### src/design/sbdp_pkg.sv
// Shared types and constants for the single-bin DFT power block.
// No dependencies; every design file refers to it by scoped names.
package sbdp_pkg;

    localparam int TABLE_DEPTH_DEF   = 256;
    localparam int FRACTION_BITS_DEF = 14;

    localparam int SAMPLE_W   = 16;
    localparam int COEFF_W    = 16;
    localparam int PROD_W     = SAMPLE_W + COEFF_W;
    localparam int ACC_W      = 48;
    localparam int INDEX_W    = 8;
    localparam int WIN_LEN_W  = 9;
    localparam int BIN_STEP_W = 8;
    localparam int POWER_W    = 63;
    localparam int SQ_IN_W    = 32;
    localparam int SQ_W       = 2 * SQ_IN_W;
    localparam int CFG_IDX_W  = 1;
    localparam int CFG_DATA_W = 9;

    localparam logic [WIN_LEN_W-1:0]  WIN_LEN_RESET  = 9'd256;
    localparam logic [BIN_STEP_W-1:0] BIN_STEP_RESET = 8'd0;

    localparam logic [ACC_W-1:0]   SQUARE_LIMIT = 48'd3037000499;
    localparam logic [POWER_W-1:0] POWER_MAX    = {POWER_W{1'b1}};

    localparam logic [CFG_IDX_W-1:0] REG_WINDOW_LENGTH = 1'b0;
    localparam logic [CFG_IDX_W-1:0] REG_BIN_STEP      = 1'b1;

    localparam logic OP_WRITE_COEFF = 1'b0;
    localparam logic OP_SAMPLE      = 1'b1;

    typedef struct packed {
        logic valid;
        logic last;
    } t_pipe_ctl;

endpackage

### src/design/sbdp_mac.sv
// Input register, coefficient multiply and real/imaginary accumulate stages.
// Depends on sbdp_pkg.
module sbdp_mac (
    input  logic                                  i_clk,
    input  logic                                  i_rst_n,
    input  logic                                  i_advance,
    input  sbdp_pkg::t_pipe_ctl                   i_ctl,
    input  logic signed [sbdp_pkg::SAMPLE_W-1:0]  i_sample,
    input  logic signed [sbdp_pkg::COEFF_W-1:0]   i_cos,
    input  logic signed [sbdp_pkg::COEFF_W-1:0]   i_sin,
    output logic                                  o_valid,
    output logic signed [sbdp_pkg::ACC_W-1:0]     o_re,
    output logic signed [sbdp_pkg::ACC_W-1:0]     o_im
);

    sbdp_pkg::t_pipe_ctl                  r1_ctl;
    logic signed [sbdp_pkg::SAMPLE_W-1:0] r1_sample;
    logic signed [sbdp_pkg::COEFF_W-1:0]  r1_cos;
    logic signed [sbdp_pkg::COEFF_W-1:0]  r1_sin;

    sbdp_pkg::t_pipe_ctl                  r2_ctl;
    logic signed [sbdp_pkg::PROD_W-1:0]   r2_prod_re;
    logic signed [sbdp_pkg::PROD_W-1:0]   r2_prod_im;

    logic signed [sbdp_pkg::ACC_W-1:0]    r_acc_re;
    logic signed [sbdp_pkg::ACC_W-1:0]    r_acc_im;
    logic signed [sbdp_pkg::ACC_W-1:0]    sum_re;
    logic signed [sbdp_pkg::ACC_W-1:0]    sum_im;
    logic                                 r3_valid;
    logic signed [sbdp_pkg::ACC_W-1:0]    r3_re;
    logic signed [sbdp_pkg::ACC_W-1:0]    r3_im;

    assign sum_re = r_acc_re + sbdp_pkg::ACC_W'(r2_prod_re);
    assign sum_im = r_acc_im + sbdp_pkg::ACC_W'(r2_prod_im);

    always_ff @(posedge i_clk) begin
        if (!i_rst_n) begin
            r1_ctl   <= '0;
            r2_ctl   <= '0;
            r3_valid <= 1'b0;
            r_acc_re <= '0;
            r_acc_im <= '0;
        end else if (i_advance) begin
            r1_ctl   <= i_ctl;
            r2_ctl   <= r1_ctl;
            r3_valid <= r2_ctl.valid && r2_ctl.last;
            if (r2_ctl.valid) begin
                if (r2_ctl.last) begin
                    r_acc_re <= '0;
                    r_acc_im <= '0;
                end else begin
                    r_acc_re <= sum_re;
                    r_acc_im <= sum_im;
                end
            end
        end
    end

    always_ff @(posedge i_clk) begin
        if (i_advance) begin
            r1_sample  <= i_sample;
            r1_cos     <= i_cos;
            r1_sin     <= i_sin;
            r2_prod_re <= r1_cos * r1_sample;
            r2_prod_im <= r1_sin * r1_sample;
            r3_re      <= sum_re;
            r3_im      <= sum_im;
        end
    end

    assign o_valid = r3_valid;
    assign o_re    = r3_re;
    assign o_im    = r3_im;

endmodule

### config.mk
export PLATFORM = sky130hd
export DESIGN_NAME = sbdp_mac
export DESIGN_NICKNAME = d
export VERILOG_FILES = /design/src/design/sbdp_pkg.sv /design/src/design/sbdp_mac.sv
export SDC_FILE = /design/constraint.sdc
export NUM_CORES = 2
export LEC_CHECK = 0
export ABC_AREA = 1
export BUFFER_PORTS_ARGS = -buffer_cell sky130_fd_sc_hd__buf_2
export CORE_ASPECT_RATIO = 1.25
export CORE_MARGIN = 8
export CORE_UTILIZATION = 60
export CTS_BUF_LIST = sky130_fd_sc_hd__clkbuf_4
export DETAILED_ROUTE_END_ITERATION = 6
export PLACE_DENSITY = 0.81
export SETUP_SLACK_MARGIN = 0.02
export SYNTH_ARGS = -nofsm -noshare
export SYNTH_HDL_FRONTEND = slang
export SYNTH_SLANG_ARGS = --single-unit
### constraint.sdc
create_clock -name i_clk -period 5.6 [get_ports i_clk]
set_clock_uncertainty 0.1 [all_clocks]
set_input_delay 0 -clock i_clk [delete_from_list [all_inputs] [get_ports i_clk]]
set_output_delay 0 -clock i_clk [all_outputs]
set_load 0.05 [all_outputs]
==> results.txt <==
status -> finished with violations
failing checks -> design-rule violations, negative setup slack
CP Max Fanout -> 4
reg2reg start -> r1_sin[13]
die height -> 303 um
Cell Area, Synth -> 39400 um^2
reg-to-reg setup timing slack -> -200 ps
Slew HR -> 0.211
final antenna-violating net count -> 0
DR top layer -> met4
RSZ-0062 raised after global routing -> yes
worst skew pair latency -> 920 ps
Critical Path Max Stage Delay -> 680 ps
Clock Tree Root -> clkbuf_4
CTS tree -> done
reg2reg end -> r2_prod_im[25]
max-cap viol count -> 0
io pins -> 150
vias -> 34700
Met2 Wirelength -> 56300 um
fraction of layout cells with a size suffix above 1 -> 0.174
Final Cycle Share -> 1.04
TritonRoute pass-1 iters -> 7
syn nets -> 6044
multi-input logic area -> 26800 um^2
depth of the most critical reg-to-reg path -> 21
Critical Setup Path Class -> flip-flop to flip-flop
synthesized area per cell -> 7.57 um^2
sequential area share after synthesis -> 0.210
sequential cell area -> 8270 um^2
Synth Area in Compound Gates -> 0.0388
final-report hold violation count -> 0
Routability Congestion -> 0.986
initial antenna violation count -> 4
Critical Path RT -> 6090 ps
flop and latch count out of synthesis -> 309
Post-synth EDFFs -> 208
Layout area overhead -> 20.0%
Die W -> 245 um
die area -> 74200 um^2
CP Cell Sequence -> buf_6, buf_6, nand2_1, inv_1, fa_1, fa_1, fa_2, fa_2, fa_1, inv_1, fa_1, inv_2, ha_4, nand2_2, inv_1, nand2_2, nor3_4, nand4_1, nand3_2, a21oi_2, xnor2_1
CP Data Arrival Time -> 6290 ps
Pins Over Slew Limit -> 0
multiplexer share of the synthesized area -> 0
Remaining Overflow, GRT -> 0
largest family of logic cells by synthesized area -> adder cells
most frequent cells in the layout -> 1558 x nand2_1, 1292 x inv_1, 499 x fa_1
first-pass GRT wire length -> 181000 um
crit end category -> flip-flop
Tightest Pin Transition -> 1180 ps
# nets final -> 6585
Fillers -> 4901
Hold EP -> r1_sin[9]
Remaining DRCs -> 2
hold_sp -> i_advance
FP Rows -> 105
core area -> 65300 um^2
number of global-route vias before repair -> 36100
startpoint types -> flip-flop
WL final -> 114000 um
GRT Total Usage -> 0.304
Starting Density -> 0.604
CTS max path bufs -> 3
cell mode on critical path -> fa_1
largest net degree at the start of global routing -> 173
predominant post-synthesis flop cell -> edfxtp_1
most common cell after layout, fill and taps aside -> nand2_1
wire length on met1 -> 43900 um
Synth Area in Adders -> 0.349
simple-gate share of the synthesized area -> 0.235
Post-Synth XOR/XNOR Area -> 0.0247
worst hold path depth -> 2
Final WS setup -> -197 ps
CTS Buf Count -> 83
final setup violation count -> 27
fin crit period -> 5800 ps
PortBufs -> 149
# H-tree levels -> 3
clk slew on worst S/H paths -> 90 ps
clock sinks -> 309
Slowest-stage cell, CP -> fa_1
fin util -> 0.724
Via-to-Cell Ratio -> 5.20
Max Clock Freq -> 173 MHz
dpl hpwl -> 86300 um
hold crit path type -> input pin to flip-flop
Syn. warnings -> 0
Buf+Inv Stages, Crit Path -> 6
Crit path max-delay family -> adder cells
asr flop ratio synth -> 0
WL met3 -> 7570 um
Yosys cell types -> 43
Syn Inst Count -> 5207
wire per inst -> 17.0 um
number of DRC markers in iteration 0 -> 2603
final setup TNS -> -2870 ps
==> final cells by class <==
cell class / count / share of cell area
clock inverter: 32 / 0.00651
timing repair buffer: 588 / 0.100
tap: 856 / 0.0227
multi-input combinational: 3404 / 0.568
inverter: 1362 / 0.108
antenna: 3 / 0.000159
clock buffer: 123 / 0.0195
sequential: 309 / 0.175
==> routing by layer <==
metal	track usage	vias up
li1	-	16500
met1	0.362	16300
met2	0.536	1441
met3	0.0475	439
met4	0.143	0
met5	0	-
==> stage by stage <==
stage               setup WS [ps]  area [um^2]  std cells  hold slack, ps
floorplan                   -12.2        39400       5207           -1.13
global placement             -356        43200       6364            76.4
detailed placement           -391        43200       6364            78.1
CTS                         -67.6        46500       6650            13.0
global route                 -332        47300       6677           0.684
finish                       -197        47300       6677            30.1
==> cells by family (layout without fill, tap and decap cells) <==
kind of cell               Yosys count  in the layout
and+or+nand+nor                   2228           2228
buffers and inverters             1494           2105
other                                0              3
AOI/OAI and AO/OA                  286            286
adders and majority gates          784            784
DFF                                309            309
xor gates and xnor gates           106            106
==> how the worst max path moves through the flow <==
stage	startpoint	to	cells past startpoint
after floorplan	r1_sample[5]	r2_prod_im[31]	23
after global placement	r1_cos[12]	r2_prod_re[24]	20
after detailed placement	r1_cos[14]	r2_prod_re[24]	19
after CTS	r1_sample[8]	r2_prod_re[31]	22
after global routing	r1_sample[4]	r2_prod_im[31]	22
final	r1_sin[13]	r2_prod_im[25]	21
==> synthesized netlist by cell type, types with 2 or more instances <==
cell type	instances	area (um^2)
nor3_1	18	90.1
nand3_1	171	856
xor2_1	73	639
nor3_2	6	60.1
nand2_1	1606	6030
nor4_1	2	12.5
nor2_2	43	269
or2_1	6	37.5
nand4_1	48	300
a21oi_1	208	1040
inv_1	1337	5020
a221oi_1	2	17.5
or2_2	12	75.1
and2_2	2	15.0
clkinv_1	2	7.51
ha_1	258	3230
nor2_4	6	67.6
o21ai_2	2	17.5
clkbuf_1	124	465
o21ai_0	35	175
fa_1	526	10500
o211ai_1	4	30.0
o21bai_1	7	52.6
nand2_2	20	125
a31oi_1	6	37.5
buf_2	8	40.0
and2_1	58	363
dfxtp_1	101	2020
o21ai_1	6	30.0
edfxtp_1	208	6250
nor2_1	209	785
xor2_2	6	97.6
nand3_2	8	80.1
inv_2	23	86.3
xnor2_1	27	236
a21o_1	11	82.6
nand3b_1	12	90.1
==> flip-flops by register name, indices dropped and copies added, names as in the netlist <==
signal      count
o_im           48
o_re           48
r_acc_im       48
r_acc_re       48
r2_prod_im     32
r2_prod_re     32
r1_cos         16
r1_sample      16
r1_sin         16
r1_ctl          2
r2_ctl          2
o_valid         1
==> worst reg2reg max path: stages (launching register included) <==
cell and delay [ps]:
edfxtp_1 450, buf_6 170, buf_6 110, nand2_1 70
inv_1 70, fa_1 680, fa_1 510, fa_2 580
fa_2 430, fa_1 490, inv_1 50, fa_1 490
inv_2 50, ha_4 290, nand2_2 80, inv_1 70
nand2_2 80, nor3_4 210, nand4_1 140, nand3_2 130
a21oi_2 70, xnor2_1 140
==> timing repair <==
action                                  CTS  global route
pin swaps                                39            65
gates cloned                              1             1
hold buffers                            107             0
setup buffers                            23            23
resized for setup                       159           178
endpoints found under the hold margin   292             0
endpoints found under the setup margin   36            40
Power is left out: the tool's default activity adds up to more than one toggle a clock period on the data nets, which glitch-free logic cannot reach.
