$ cat config.mk
export PLATFORM = sky130hd
export DESIGN_NAME = sbdp_power
export DESIGN_NICKNAME = d
export VERILOG_FILES = /design/src/design/sbdp_pkg.sv /design/src/design/sbdp_power.sv
export SDC_FILE = /design/constraint.sdc
export NUM_CORES = 2
export LEC_CHECK = 0
export BUFFER_PORTS_ARGS = -buffer_cell sky130_fd_sc_hd__buf_2
export CAP_MARGIN = 10
export CORE_MARGIN = 2
export CORE_UTILIZATION = 60
export CTS_CLUSTER_SIZE = 20
export DETAILED_ROUTE_END_ITERATION = 12
export PLACE_DENSITY = 0.75
export RECOVER_POWER = 25
export SYNTH_ARGS = -nofsm -noshare
export SYNTH_HDL_FRONTEND = slang
export SYNTH_SLANG_ARGS = --single-unit
$ cat constraint.sdc
create_clock -name i_clk -period 10.1 [get_ports i_clk]
set_clock_uncertainty 0.15 [all_clocks]
set_input_delay 2.02 -clock i_clk [delete_from_list [all_inputs] [get_ports i_clk]]
set_output_delay 2.02 -clock i_clk [all_outputs]
set_load 0.01 [all_outputs]
$ cat src/design/sbdp_pkg.sv
// Shared types and constants for the single-bin DFT power block.
// No dependencies; every design file refers to it by scoped names.
package sbdp_pkg;

    localparam int TABLE_DEPTH_DEF   = 256;
    localparam int FRACTION_BITS_DEF = 14;

    localparam int SAMPLE_W   = 16;
    localparam int COEFF_W    = 16;
    localparam int PROD_W     = SAMPLE_W + COEFF_W;
    localparam int ACC_W      = 48;
    localparam int INDEX_W    = 8;
    localparam int WIN_LEN_W  = 9;
    localparam int BIN_STEP_W = 8;
    localparam int POWER_W    = 63;
    localparam int SQ_IN_W    = 32;
    localparam int SQ_W       = 2 * SQ_IN_W;
    localparam int CFG_IDX_W  = 1;
    localparam int CFG_DATA_W = 9;

    localparam logic [WIN_LEN_W-1:0]  WIN_LEN_RESET  = 9'd256;
    localparam logic [BIN_STEP_W-1:0] BIN_STEP_RESET = 8'd0;

    localparam logic [ACC_W-1:0]   SQUARE_LIMIT = 48'd3037000499;
    localparam logic [POWER_W-1:0] POWER_MAX    = {POWER_W{1'b1}};

    localparam logic [CFG_IDX_W-1:0] REG_WINDOW_LENGTH = 1'b0;
    localparam logic [CFG_IDX_W-1:0] REG_BIN_STEP      = 1'b1;

    localparam logic OP_WRITE_COEFF = 1'b0;
    localparam logic OP_SAMPLE      = 1'b1;

    typedef struct packed {
        logic valid;
        logic last;
    } t_pipe_ctl;

endpackage

$ cat src/design/sbdp_power.sv
// Scale, magnitude, clamp, square and saturating sum stages with output register.
// Depends on sbdp_pkg.
module sbdp_power #(
    parameter int FRACTION_BITS = sbdp_pkg::FRACTION_BITS_DEF
) (
    input  logic                                i_clk,
    input  logic                                i_rst_n,
    input  logic                                i_advance,
    input  logic                                i_valid,
    input  logic signed [sbdp_pkg::ACC_W-1:0]   i_re,
    input  logic signed [sbdp_pkg::ACC_W-1:0]   i_im,
    output logic                                o_valid,
    output logic [sbdp_pkg::POWER_W-1:0]        o_power
);

    logic signed [sbdp_pkg::ACC_W-1:0]  sh_re;
    logic signed [sbdp_pkg::ACC_W-1:0]  sh_im;
    logic                               r4_valid;
    logic [sbdp_pkg::ACC_W-1:0]         r4_mag_re;
    logic [sbdp_pkg::ACC_W-1:0]         r4_mag_im;
    logic                               r5_valid;
    logic                               r5_sat;
    logic [sbdp_pkg::SQ_IN_W-1:0]       r5_a;
    logic [sbdp_pkg::SQ_IN_W-1:0]       r5_b;
    logic                               r6_valid;
    logic                               r6_sat;
    logic [sbdp_pkg::SQ_W-1:0]          r6_sq_a;
    logic [sbdp_pkg::SQ_W-1:0]          r6_sq_b;
    logic [sbdp_pkg::SQ_W:0]            sq_sum;
    logic                               r_out_valid;
    logic [sbdp_pkg::POWER_W-1:0]       r_out_power;

    assign sh_re  = i_re >>> FRACTION_BITS;
    assign sh_im  = i_im >>> FRACTION_BITS;
    assign sq_sum = {1'b0, r6_sq_a} + {1'b0, r6_sq_b};

    always_ff @(posedge i_clk) begin
        if (!i_rst_n) begin
            r4_valid    <= 1'b0;
            r5_valid    <= 1'b0;
            r6_valid    <= 1'b0;
            r_out_valid <= 1'b0;
        end else if (i_advance) begin
            r4_valid    <= i_valid;
            r5_valid    <= r4_valid;
            r6_valid    <= r5_valid;
            r_out_valid <= r6_valid;
        end
    end

    always_ff @(posedge i_clk) begin
        if (i_advance) begin
            r4_mag_re   <= sh_re[sbdp_pkg::ACC_W-1] ? sbdp_pkg::ACC_W'(-sh_re)
                                                    : sbdp_pkg::ACC_W'(sh_re);
            r4_mag_im   <= sh_im[sbdp_pkg::ACC_W-1] ? sbdp_pkg::ACC_W'(-sh_im)
                                                    : sbdp_pkg::ACC_W'(sh_im);
            r5_sat      <= (r4_mag_re > sbdp_pkg::SQUARE_LIMIT) ||
                           (r4_mag_im > sbdp_pkg::SQUARE_LIMIT);
            r5_a        <= r4_mag_re[sbdp_pkg::SQ_IN_W-1:0];
            r5_b        <= r4_mag_im[sbdp_pkg::SQ_IN_W-1:0];
            r6_sat      <= r5_sat;
            r6_sq_a     <= r5_a * r5_a;
            r6_sq_b     <= r5_b * r5_b;
            if (r6_sat || (sq_sum[sbdp_pkg::SQ_W:sbdp_pkg::POWER_W] != '0)) begin
                r_out_power <= sbdp_pkg::POWER_MAX;
            end else begin
                r_out_power <= sq_sum[sbdp_pkg::POWER_W-1:0];
            end
        end
    end

    assign o_valid = r_out_valid;
    assign o_power = r_out_power;

endmodule

==> impl_results.md <==
* Status: finished with violations
* Failing checks: max-capacitance violations, max-slew violations
* CTS tree: done
* Number of pins with negative max-slew slack in the final report at 83
* Fmax at 104 MHz
* Share of the clock period used by the worst path at 0.950
* Area of the placeable core at 124000 um2
* WS Path Type: flop to flop
* Path depth of the worst reg2reg path at 27
* Hold-fix buffers at CTS at 0
* Half-perimeter wire length of the detailed placement result at 153 mm
* Die height at 357 um
* Global-route usage over all layers at 0.300
* Number of top-level pins at 164
* Filler Cell Count at 10000
* Final Hold Viols at 0
* Detailed-router iteration count before antenna repair at 6
* Cell Rows at 129
* Number of cells on the worst hold path at 0
* Reg-to-reg slack, setup at 510 ps
* Max_slew headroom at -1.80
* Number of instances resized during post-cts repair at 0
* Share of layout cells above drive strength 1 at 0.0484
* Area of the multi-input gates at 55800 um2
* Cell at the root of the clock tree: sky130_fd_sc_hd__clkbuf_16
* Post-synthesis to final-layout area growth at 5.60%
* Drt initial violations at 4176
* Register area share after synthesis at 0.142
* Effective utilization at floorplan at 0.605
* Unrepaired setup endpoints after global routing: false
* Met3 layer usage reported by global route at 0.0518
* Clock slew at the register clock pins of the worst setup and hold paths at 60 ps
* Share of synthesized registers carrying an async set or reset at 0
* EDFF count, synth at 351
* Most used routing layer: met2
* Worst EP required at 10290 ps
* Number of antenna violations at the first check in global routing at 7
* H-tree depth reported by CTS at 2
* Clock sink total at 355
* DRC Markers at 0
* Count of maximum capacitance violations at 1
* Synth Instances at 7562
* Register bit count reported by yosys at 355
* Buffers on Ports at 135
* Yosys warning count at 0
* Worst-case clock buffer depth at 3
* Global routing met2 resource utilization at 0.486
* Worst hold-check path type: flop to flop
* Skew-Pair Late Insertion Delay at 610 ps
* Final routed wire length divided by cell count at 19.6 um
* Wire length of the first global-routing pass at 297 mm
* Final period demand of the worst path at 9590 ps
* Count of vias placed by the detailed router at 51700
* Syn_area_per_cell at 9.89 um2
* Antenna Nets Post-Route at 0
* Sequential cell area in the final layout at 10600 um2
* Final #Nets at 9958
* Final weighted congestion of routability-driven global placement at 0.965
* Final setup viols at 0
* Overflow left after global routing at 0
* Dominant synthesized flop cell: sky130_fd_sc_hd__edfxtp_1
* Netlist Area Pre-Place at 74800 um2
* Accumulated negative setup slack at 0 ps
* Buffer count from post-CTS setup fixing at 0
* Via-per-instance ratio at 5.56
* Max Fanout on Critical Path at 17
* Final wirelength at 182 mm
* Type of element capturing the critical path: flop
* Crit path DAT at 9780 ps
* Number of global-route vias before repair at 56600
* Chip Width at 357 um
* Post-synth cell types at 76
* Crit path launch type: flop
* Global-route track usage on met1 at 0.416
* Tightest Pin Transition at 4190 ps
* Maximum number of pins on one net before global-route repair at 148
* Clock buffers created by TritonCTS at 43
* Area enclosed by the die boundary at 128000 um2
## metal layers
layer	wire length (um)	vias up
li1	-	23100
met1	74500	26200
met2	86300	2011
met3	15200	388
met4	6250	2
met5	13	-
## critical path, stage by stage, from the launching register on
cell and delay, ps:
sky130_fd_sc_hd__edfxtp_1 1100, sky130_fd_sc_hd__buf_4 380, sky130_fd_sc_hd__nand2_1 150, sky130_fd_sc_hd__xor2_1 220
sky130_fd_sc_hd__ha_1 220, sky130_fd_sc_hd__o21bai_1 190, sky130_fd_sc_hd__fa_1 540, sky130_fd_sc_hd__inv_1 50
sky130_fd_sc_hd__fa_1 480, sky130_fd_sc_hd__fa_1 560, sky130_fd_sc_hd__inv_1 60, sky130_fd_sc_hd__fa_1 500
sky130_fd_sc_hd__inv_1 60, sky130_fd_sc_hd__fa_1 540, sky130_fd_sc_hd__inv_1 50, sky130_fd_sc_hd__fa_1 490
sky130_fd_sc_hd__fa_1 420, sky130_fd_sc_hd__ha_1 450, sky130_fd_sc_hd__inv_1 110, sky130_fd_sc_hd__o21bai_1 140
sky130_fd_sc_hd__a21oi_1 140, sky130_fd_sc_hd__a2111o_1 440, sky130_fd_sc_hd__o221ai_1 200, sky130_fd_sc_hd__nor2_1 160
sky130_fd_sc_hd__o31ai_1 670, sky130_fd_sc_hd__a21oi_1 370, sky130_fd_sc_hd__o31ai_1 350, sky130_fd_sc_hd__xor2_1 100
## sequential cells by signal, indices dropped and copies added (netlist names)
register,flops
r6_sat,1
r4_mag_re,48
r5_b,32
r6_sq_a,63
r5_sat,1
r6_sq_b,63
r5_valid,1
r6_valid,1
r4_valid,1
r4_mag_im,48
r5_a,32
o_valid,1
o_power,63
## logic make-up (layout without fill, tap and decap cells)
family / count (synthesis) / after routing / share of synthesized area
other cells: 1 / 30 / 0.0000501
buf+inv: 2262 / 2322 / 0.114
flops: 355 / 355 / 0.142
xor+xnor: 320 / 320 / 0.0375
compound gates: 769 / 769 / 0.0658
simple gates: 1604 / 1604 / 0.106
fa+ha+maj: 2240 / 2240 / 0.534
mux: 11 / 11 / 0.00151
## cell usage in the layout, fill, tap and decap left out, drive strengths merged, types with 21 or more instances in the layout
cell	Yosys	routed
nand4	55	55
o21bai	45	45
nand2	705	705
nand3	29	29
nor2b	37	37
o31ai	30	30
nor3	24	24
xor2	115	115
a211oi	21	21
and3	26	26
a21oi	243	243
and2	473	473
fa	1583	1583
buf	5	248
inv	1976	1980
a31oi	27	27
clkbuf	281	72
a31o	23	23
a21o	125	125
conb	1	28
nor4	22	22
o21ai	145	145
ha	657	657
nor2	152	152
edfxtp	351	351
xnor2	205	205
## worst paths after layout
kind	start	end
min	r4_mag_im[1]$_DFFE_PP_	r5_b[1]$_DFFE_PP_
max	r5_b[4]$_DFFE_PP_	r6_sq_b[60]$_DFFE_PP_
min reg2reg	r4_mag_im[1]$_DFFE_PP_	r5_b[1]$_DFFE_PP_
max reg2reg	r5_b[4]$_DFFE_PP_	r6_sq_b[60]$_DFFE_PP_
## per-stage QoR
step	instance area [um2]	setup slack [ps]	utilization	hold WS, ps	instances
after floorplan	74900	1980	-	250	7589
after global placement	77600	844	0.628	252	9210
after detailed placement	77600	766	0.628	260	9210
after CTS	79000	700	0.639	275	9286
after global routing	79000	193	0.639	285	9286
final	79000	508	0.639	275	9288
## cell usage after synthesis, drive strengths merged (9+ instances only)
master / instances / area, um2
o41ai: 19 / 174
ha: 657 / 8220
inv: 1976 / 7420
nand4: 55 / 344
fa: 1583 / 31700
o21ai: 145 / 726
and2: 473 / 2960
nor2b: 37 / 231
xnor2: 205 / 1800
nand2b: 19 / 126
or4: 16 / 134
a21boi: 10 / 75.1
a31o: 23 / 201
nand3: 29 / 145
nor4: 22 / 153
xor2: 115 / 1010
or2: 15 / 93.8
clkbuf: 281 / 1050
edfxtp: 351 / 10500
o21bai: 45 / 338
a21oi: 243 / 1220
or3: 15 / 104
nand2: 705 / 2650
a31oi: 27 / 169
nor2: 152 / 571
o31ai: 30 / 239
a21o: 125 / 938
a211oi: 21 / 158
o211ai: 14 / 105
o21a: 15 / 113
nor3: 24 / 120
and3: 26 / 163
mux2i: 9 / 90.1
## area by class of cell
cell class / instances / area share
Clock buffer: 50 / 0.0140
Tap cell: 1637 / 0.0259
Multi-Input combinational cell: 4972 / 0.706
Timing Repair Buffer: 270 / 0.0214
Antenna cell: 2 / 0.0000634
Inverter: 1976 / 0.0939
Clock inverter: 26 / 0.00388
Sequential cell: 355 / 0.134
Power is left out: the tool's default activity adds up to more than one toggle a clock period on the data nets, which glitch-free logic cannot reach.
