<file path="src/design/sbdp_pkg.sv">
// Shared types and constants for the single-bin DFT power block.
// No dependencies; every design file refers to it by scoped names.
package sbdp_pkg;

    localparam int TABLE_DEPTH_DEF   = 256;
    localparam int FRACTION_BITS_DEF = 14;

    localparam int SAMPLE_W   = 16;
    localparam int COEFF_W    = 16;
    localparam int PROD_W     = SAMPLE_W + COEFF_W;
    localparam int ACC_W      = 48;
    localparam int INDEX_W    = 8;
    localparam int WIN_LEN_W  = 9;
    localparam int BIN_STEP_W = 8;
    localparam int POWER_W    = 63;
    localparam int SQ_IN_W    = 32;
    localparam int SQ_W       = 2 * SQ_IN_W;
    localparam int CFG_IDX_W  = 1;
    localparam int CFG_DATA_W = 9;

    localparam logic [WIN_LEN_W-1:0]  WIN_LEN_RESET  = 9'd256;
    localparam logic [BIN_STEP_W-1:0] BIN_STEP_RESET = 8'd0;

    localparam logic [ACC_W-1:0]   SQUARE_LIMIT = 48'd3037000499;
    localparam logic [POWER_W-1:0] POWER_MAX    = {POWER_W{1'b1}};

    localparam logic [CFG_IDX_W-1:0] REG_WINDOW_LENGTH = 1'b0;
    localparam logic [CFG_IDX_W-1:0] REG_BIN_STEP      = 1'b1;

    localparam logic OP_WRITE_COEFF = 1'b0;
    localparam logic OP_SAMPLE      = 1'b1;

    typedef struct packed {
        logic valid;
        logic last;
    } t_pipe_ctl;

endpackage

</file>
<file path="src/design/sbdp_seq.sv">
// Phase index and sample count sequencer; yields next read address and window end.
// Depends on sbdp_pkg.
module sbdp_seq #(
    parameter int TABLE_DEPTH = sbdp_pkg::TABLE_DEPTH_DEF,
    localparam int PH_W = (TABLE_DEPTH > 1) ? $clog2(TABLE_DEPTH) : 1
) (
    input  logic                                 i_clk,
    input  logic                                 i_rst_n,
    input  logic                                 i_sample_take,
    input  logic [sbdp_pkg::WIN_LEN_W-1:0]       i_win_len,
    input  logic [sbdp_pkg::BIN_STEP_W-1:0]      i_bin_step,
    output logic [PH_W-1:0]                      o_rd_addr,
    output logic                                 o_last
);

    localparam int LEN_W = $clog2(TABLE_DEPTH + 1);
    localparam int W = ((LEN_W > sbdp_pkg::WIN_LEN_W) ? LEN_W : sbdp_pkg::WIN_LEN_W) + 1;

    logic [PH_W-1:0] r_phase;
    logic [PH_W-1:0] r_count;
    logic [PH_W-1:0] n_phase;
    logic [PH_W-1:0] n_count;
    logic [W-1:0]    len;
    logic [W-1:0]    wl_ext;
    logic [W-1:0]    step_sum;
    logic [W-1:0]    wrap1;
    logic [W-1:0]    wrap2;
    logic [W-1:0]    cnt_inc;

    assign wl_ext = W'(i_win_len);

    always_comb begin
        if (wl_ext == '0) begin
            len = W'(1);
        end else if (wl_ext > W'(TABLE_DEPTH)) begin
            len = W'(TABLE_DEPTH);
        end else begin
            len = wl_ext;
        end
    end

    assign step_sum = W'(r_phase) + W'(i_bin_step);
    assign wrap1    = (step_sum >= len) ? (step_sum - len) : step_sum;
    assign wrap2    = (wrap1 >= len) ? '0 : wrap1;
    assign cnt_inc  = W'(r_count) + W'(1);
    assign o_last   = cnt_inc >= len;

    always_comb begin
        n_phase = r_phase;
        n_count = r_count;
        if (!i_rst_n) begin
            n_phase = '0;
            n_count = '0;
        end else if (i_sample_take) begin
            if (o_last) begin
                n_phase = '0;
                n_count = '0;
            end else begin
                n_phase = PH_W'(wrap2);
                n_count = PH_W'(cnt_inc);
            end
        end
    end

    assign o_rd_addr = n_phase;

    always_ff @(posedge i_clk) begin
        r_phase <= n_phase;
        r_count <= n_count;
    end

endmodule

</file>
<file path="config.mk">
export PLATFORM = sky130hd
export DESIGN_NAME = sbdp_seq
export DESIGN_NICKNAME = d
export VERILOG_FILES = /design/src/design/sbdp_pkg.sv /design/src/design/sbdp_seq.sv
export SDC_FILE = /design/constraint.sdc
export NUM_CORES = 1
export LEC_CHECK = 0
export BUFFER_PORTS_ARGS = -buffer_cell sky130_fd_sc_hd__buf_2
export CAP_MARGIN = 30
export CORE_MARGIN = 8
export CORE_UTILIZATION = 40
export CTS_BUF_LIST = sky130_fd_sc_hd__clkbuf_4
export DETAILED_ROUTE_END_ITERATION = 12
export GPL_ROUTABILITY_DRIVEN = 0
export RECOVER_POWER = 100
export SLEW_MARGIN = 15
export SYNTH_ARGS = -nofsm -noshare
export SYNTH_HDL_FRONTEND = slang
export SYNTH_SLANG_ARGS = --single-unit
</file>
<file path="constraint.sdc">
create_clock -name i_clk -period 7.1 [get_ports i_clk]
set_input_delay 0.355 -clock i_clk [delete_from_list [all_inputs] [get_ports i_clk]]
set_output_delay 0.355 -clock i_clk [all_outputs]
set_load 0.02 [all_outputs]
</file>
==> run metrics, run 1 <==
Syn. warnings 0; hold wc startpoint i_rst_n; GRT Total Usage 13.7%; Inserted Clock Buffers 3; worst vdd ir 0.149 mV; I/O pin cnt 29; Post-synth EDFFs 0; initial antenna violation count 0; status completed; total chip power 597 uW; Setup Buffers After CTS 0; nets 324; clk sinks 16; Slew Limit Fails 0; ys async rst share 0%; setup slack, reg-to-reg about 1700 ps; hold buffers post-CTS 0; post-detailed-route DRC marker count 0; H-tree Lvls 1; CP peak stage delay 410 ps; share of layout cells above drive strength 1 between 10% and 20%; Synth Net Count approximately 290; DR iter-0 viols 108; min cycle time layout 6260 ps; Leak Pwr 0.00101 uW; Reg2Reg Capture Point r_phase[4]; drt pass-1 iters 4; critical path capture point type output port; Initial Utilization around two fifths; Hold Crit Depth 2; Critical Path Start r_phase[0]; reg2reg start r_phase[0]; final setup fails 0; global-route wire length before repair 8250 um; Top delay family on crit path compound AO/OA/AOI/OAI gates; f_max 160 MHz; Vias/cell 5.41; Wirelength per Cell ~15 um; grt total ovfl 0; CTS clk-pin slew, worst paths 110 ps; Worst Path Max Fanout 8; hold worst-path end r_count[6]; Yosys reg bits 16; clock root buffer clkbuf_4; core box area between 4000 and 5000 um^2; Main synth FF type dfxtp_1; # rows 25; Post-Route Setup TNS 0 ps; CTS tree yes; Horiz. Die Dim 86.6 um; power per standard cell area 270 nW/um^2; met1 usage 17.9%; Critical-path top delay cell a2111o_1; largest net degree at the start of global routing 18; CP arrival 5900 ps; GR peak layer met2; post-synthesis cell count 236; synth unique cells 53; Slew @ Worst Pin 704 ps; P&R area growth vs syn 10.7%; DR vias between 1500 and 2000; Crit Path Class register to output port; Max clock buf depth 2; CTS resizes 0; Max-Cap Viols 0; crit path launch type register; final worst path period share 88.1%; DP HPWL 4100 um; IO buf count 28; Final Hold Violating Endpoints 0; vias in the first global route 1748; mapped cell area 1990 um^2; CP Buf/Inv Count 2; Die Y about 87 um; grt met2 use 22.4%; sequential-to-total area share from yosys stat roughly 16%; die area approximately 7500 um^2; CP dominant cell by count o21ai_0; path depth of the worst reg2reg path 21; routed wire length 4920 um; Setup Skew between 0.9 and 1 ps; syn avg cell area 8.45 um^2; Antenna diodes 0; relative slew slack 52.5%; Hold WC Path Type input pin to register; ANT nets after route 0; unrepaired setup endpoints after global routing false; Crit path required time just under 7000 ps; CP Cell Sequence ha_1 > fa_1 > a21oi_1 > o21ai_0 > o311a_1 > nor3_1 > ha_1 > nand2_1 > o21ai_0 > o21ai_0 > a21oi_4 > mux2i_1 > inv_1 > ha_1 > nand2b_1 > a2111o_1 > a31oi_1 > o21ai_0 > a211oi_4 > a22oi_1 > nor2b_1 > clkbuf_1; GR met3 Demand/Resource 2.17%; worst skew pair latency 300 ps
[Yosys cell counts, types with 3 or more instances]
master	instances	share of area (%)
nor2_1	14	2.6
a21oi_1	14	3.5
nor2b_1	12	3.8
mux2_2	5	2.8
nand3_1	3	0.75
inv_1	6	1.1
nor3_1	3	0.75
xnor2_1	6	2.6
and3_1	6	1.9
ha_1	36	23
a31oi_1	3	0.94
o21ai_0	12	3.0
xor2_1	9	4.0
nand2_1	25	4.7
nand3b_1	5	1.9
a22oi_1	7	2.6
dfxtp_1	16	16
a21boi_0	5	1.9
nand2b_1	6	1.9
[layout make-up]
type	instances	area, um^2
clock buffers	3	22.5
inverters	7	26.3
flip-flops and latches	16	320
repair buffers	28	129
multi-input cells	210	1620
fillers	511	2550
clock inverters	1	3.75
well taps	67	83.8
[power by group]
group	leakage, uW	internal, uW	switching [uW]
Combinational	0.000865	189	245
Clock	0.0000154	20.5	35.5
Sequential	0.000130	99.2	7.14
Total	0.00101	309	288
[per-stage QoR]
stage / util (%) / hold slack [ps] / worst slack (ps) / area (um^2) / std cells
after floorplan: - / 477 / 1980 / 1990 / 236
after global placement: 46.4 / 500 / 1460 / 2200 / 328
after detailed placement: 46.4 / 510 / 1250 / 2200 / 328
after CTS: 46.9 / 436 / 1040 / 2230 / 332
after global routing: 46.4 / 431 / 321 / 2210 / 332
final: 46.4 / 442 / 842 / 2210 / 332
[layer usage]
metal	part of all wire, %	routed length (um)	up-vias
li1	-	-	939
met2	46	2250	31
met1	50	2460	823
met5	0	0	-
met4	0.94	46	0
met3	3.3	164	4
[cells in the final DEF, fill, tap and decap left out, types with 7 or more instances in the layout]
cell type / count
o21ai_0: 14
a22oi_1: 7
dfxtp_1: 16
clkbuf_1: 9
nor2b_1: 12
xor2_1: 9
buf_2: 19
a21oi_1: 14
nand2_1: 25
nor2_1: 14
ha_1: 36
[state kept, by name, summed over array words and instances, names as in the netlist]
register / count
r_count: 8
r_phase: 8
[worst max path at each step]
| stage | to | slack, ps | depth (start not counted) |
|---|---|---|---|
| 2_1_floorplan | o_rd_addr[0] | 1980 | 21 |
| 3_3_place_gp | o_rd_addr[4] | 1460 | 23 |
| 3_5_place_dp | o_rd_addr[4] | 1250 | 23 |
| 4_1_cts | o_rd_addr[4] | 1040 | 22 |
| 5_1_grt | o_rd_addr[6] | 320 | 22 |
| 6_report | o_rd_addr[4] | 840 | 22 |
[cells by family after synthesis]
family | after synthesis | synth area share [%]
AOI/OAI and AO/OA | 66 | 24.2
xor gates and xnor gates | 15 | 6.59
adders and majority gates | 38 | 24.6
buffers and inverters | 10 | 2.01
DFF | 16 | 16.1
muxes | 8 | 4.58
and+or+nand+nor | 83 | 22.0
Power figures use the tool's default switching activity.
==> inputs of run 2 (changes only) <==
--- a/config.mk
+++ b/config.mk
@@ -7,7 +7,7 @@
 export LEC_CHECK = 0
 export BUFFER_PORTS_ARGS = -buffer_cell sky130_fd_sc_hd__buf_2
 export CAP_MARGIN = 30
-export CORE_MARGIN = 8
+export CORE_MARGIN = 2
 export CORE_UTILIZATION = 40
 export CTS_BUF_LIST = sky130_fd_sc_hd__clkbuf_4
 export DETAILED_ROUTE_END_ITERATION = 12
==> constraint.sdc (replaced) <==
create_clock -name i_clk -period 7.1 [get_ports i_clk]
set_input_delay 1.42 -clock i_clk [delete_from_list [all_inputs] [get_ports i_clk]]
set_output_delay 1.42 -clock i_clk [all_outputs]
set_load 0.02 [all_outputs]
==> run 2 against run 1 <==
The run now ends with negative setup slack left. Hold slack better by 77 ps. Core utilization is 12 points higher. Cell area up 26%. Fmax shrank 13%. Setup slack got worse by 930 ps. Final cell count is 13% higher. Largest power group unchanged. Die area shrank 26%. Critical path type is now input pin to output port. Clock-buffer cell count unchanged.
==> run metrics, run 2 (synthesis gave the netlist of run 1 again) <==
status finished, violations left; failing checks negative setup slack; Inserted Clock Buffers 3 (unchanged); Leak Pwr 0.00129 uW (+28%); share of layout cells above drive strength 1 38.8% (+25 points); DP HPWL 4170 um (+1.8%); switching pwr 350 uW (+22%); unrepaired setup endpoints after global routing true; DR vias 1965 (+9.3%); switching portion of total power 42.8% (-5.4 points); Vias/cell 5.23 (-3.4%); nets 368 (+14%); Clk network pwr share 6.3% (-3.1 points); final worst path period share 101% (+13 points); grt total ovfl 0 (unchanged); worst vdd ir 0.180 mV (+21%); ANT nets after route 0 (unchanged); post-detailed-route DRC marker count 0 (unchanged); CP arrival 5770 ps (-130 ps); initial antenna violation count 0 (unchanged); Post-Route Setup TNS -535 ps (-535 ps); post-placement cell count 365 (+11%); hold buffers post-CTS 0 (unchanged); Critical Path Start i_bin_step[0]; crit path launch type input pin; GRT Total Usage 19.6% (+6.0 points); final setup fails 8 (+8); min cycle time layout 7190 ps (+934 ps); power per standard cell area 294 nW/um^2 (+8.8%); vias in the first global route 1846 (+5.6%); Wirelength per Cell 13.8 um (-6.9%); H-tree Lvls 1 (unchanged); CTS tree yes; cell-internal power 467 uW (+51%); Initial Utilization 41.9% (unchanged); largest registers r_count (8), r_phase (8); Max-Cap Viols 0 (unchanged); Hold WC Path Type register to register; f_max 139 MHz (-13%); commonest non-fill, non-tap cell in the layout buf_4; Final Util 58.4% (+12 points); global-route wire length before repair 8530 um (+3.3%); IO buf count 28 (unchanged); sequential share of power 13.3% (-4.5 points); CP peak stage delay 360 ps (-50 ps); clk sinks 16 (unchanged); I/O pin cnt 29 (unchanged); P&R area growth vs syn 39.3%; reg2reg start r_phase[1]; CP Buf/Inv Count 4 (+2); CTS clk-pin slew, worst paths 100 ps (about the same); relative slew slack 62.7% (+10 points); CP Cell Sequence buf_6 > ha_4 > fa_2 > a21oi_2 > o21ai_2 > o311a_1 > nor3_2 > ha_1 > nand2_2 > o21ai_2 > o21ai_4 > a21oi_4 > mux2i_2 > inv_1 > ha_1 > nand2b_4 > a2111o_1 > a31oi_1 > o21ai_1 > a211oi_4 > buf_6 > a22oi_1 > nor2b_2 > buf_4; routed wire length 5190 um (+5.5%); Die Y 74.6 um (-14%); DR iter-0 viols 57 (-47%); Slew Limit Fails 0 (unchanged); Antenna diodes 0 (unchanged); core box area 4750 um^2 (unchanged); post-route insts no fill 376 (+13%); Horiz. Die Dim 74.6 um (-14%); clock root buffer clkbuf_4; Final Hold Violating Endpoints 0 (unchanged); Slew @ Worst Pin 550 ps (-154 ps); largest net degree at the start of global routing 18 (unchanged); drt pass-1 iters 4 (unchanged); final worst slack -92.0 ps (-934 ps); most frequent cells in the layout buf_4 (45), ha_1 (32), nand2_1 (24); pre-CTS WS -422 ps (-1670 ps); Crit Path Class input pin to output port; Top delay family on crit path compound AO/OA/AOI/OAI gates; Critical-path top delay cell a2111o_1; worst skew pair latency 300 ps (about the same); die area 5570 um^2 (-26%); hold wc startpoint r_count[2]; logic gate share of total power 80.4% (+7.6 points); Setup Skew 13.3 ps (+12.4 ps); Max clock buf depth 2 (unchanged); Crit path required time 5680 ps (-1060 ps); critical path capture point type output port; # rows 25 (unchanged); Worst Path Max Fanout 5 (-3)
[run 2: repair_timing]
| action | in CTS | in global routing |
|---|---|---|
| resized for setup | 25 | 18 |
| endpoints found under the hold margin | 0 | 0 |
| endpoints found under the setup margin | 8 | 8 |
| pin swaps | 21 | 13 |
| buffers inserted | 4 | 3 |
[run 2: worst paths after layout]
kind | to | slack, ps | cells after the start
worst max-delay path | o_rd_addr[1] | -90 | 24
worst min-delay path | r_count[2] | 520 | 2
worst max register to register | r_phase[5] | 2530 | 23
worst min register to register | r_count[2] | 520 | 2
[run 2: area by class of cell]
type                       count  area [um^2]
clock buffer                   3         22.5
clock inverter                 1         3.75
fill                         467         1980
inverter                       7         26.3
multi-input combinational    210         1800
sequential                    16          320
tap                           67         83.8
timing repair buffer          72          520
[run 2: metrics by stage]
stage / cell area, um^2 / hold WS (ps) / power (uW)
finish: 2780 / 519 / 817
global route: 2780 / 564 / 888
CTS: 2680 / 524 / 779
detailed placement: 2510 / 508 / 675
floorplan: 2030 / 477 / 474
global placement: 2510 / 503 / 670
[run 2: worst min-delay path: cells and delay by family, from the launching register on]
family           cells  cell delay [ps]
flip-flops           1              360
AND/OR/NAND/NOR      1               60
AO/OA/AOI/OAI        1               60
[run 2: metal layers]
layer	share of wire, %	track usage (%)	vias to the layer above
met5	0	0	-
met3	2.9	3.48	2
met2	48	32.4	30
li1	-	-	1025
met1	49	27.4	908
met4	0.39	2.98	0
[run 2: power by group through the flow]
stage / clock, uW / sequential, uW / combinational [uW]
6_report: 51.4 / 109 / 657
5_1_grt: 57.6 / 110 / 721
4_1_cts: 54.9 / 109 / 615
3_5_place_dp: 0 / 109 / 567
3_3_place_gp: 0 / 109 / 561
2_1_floorplan: 0 / 105 / 369
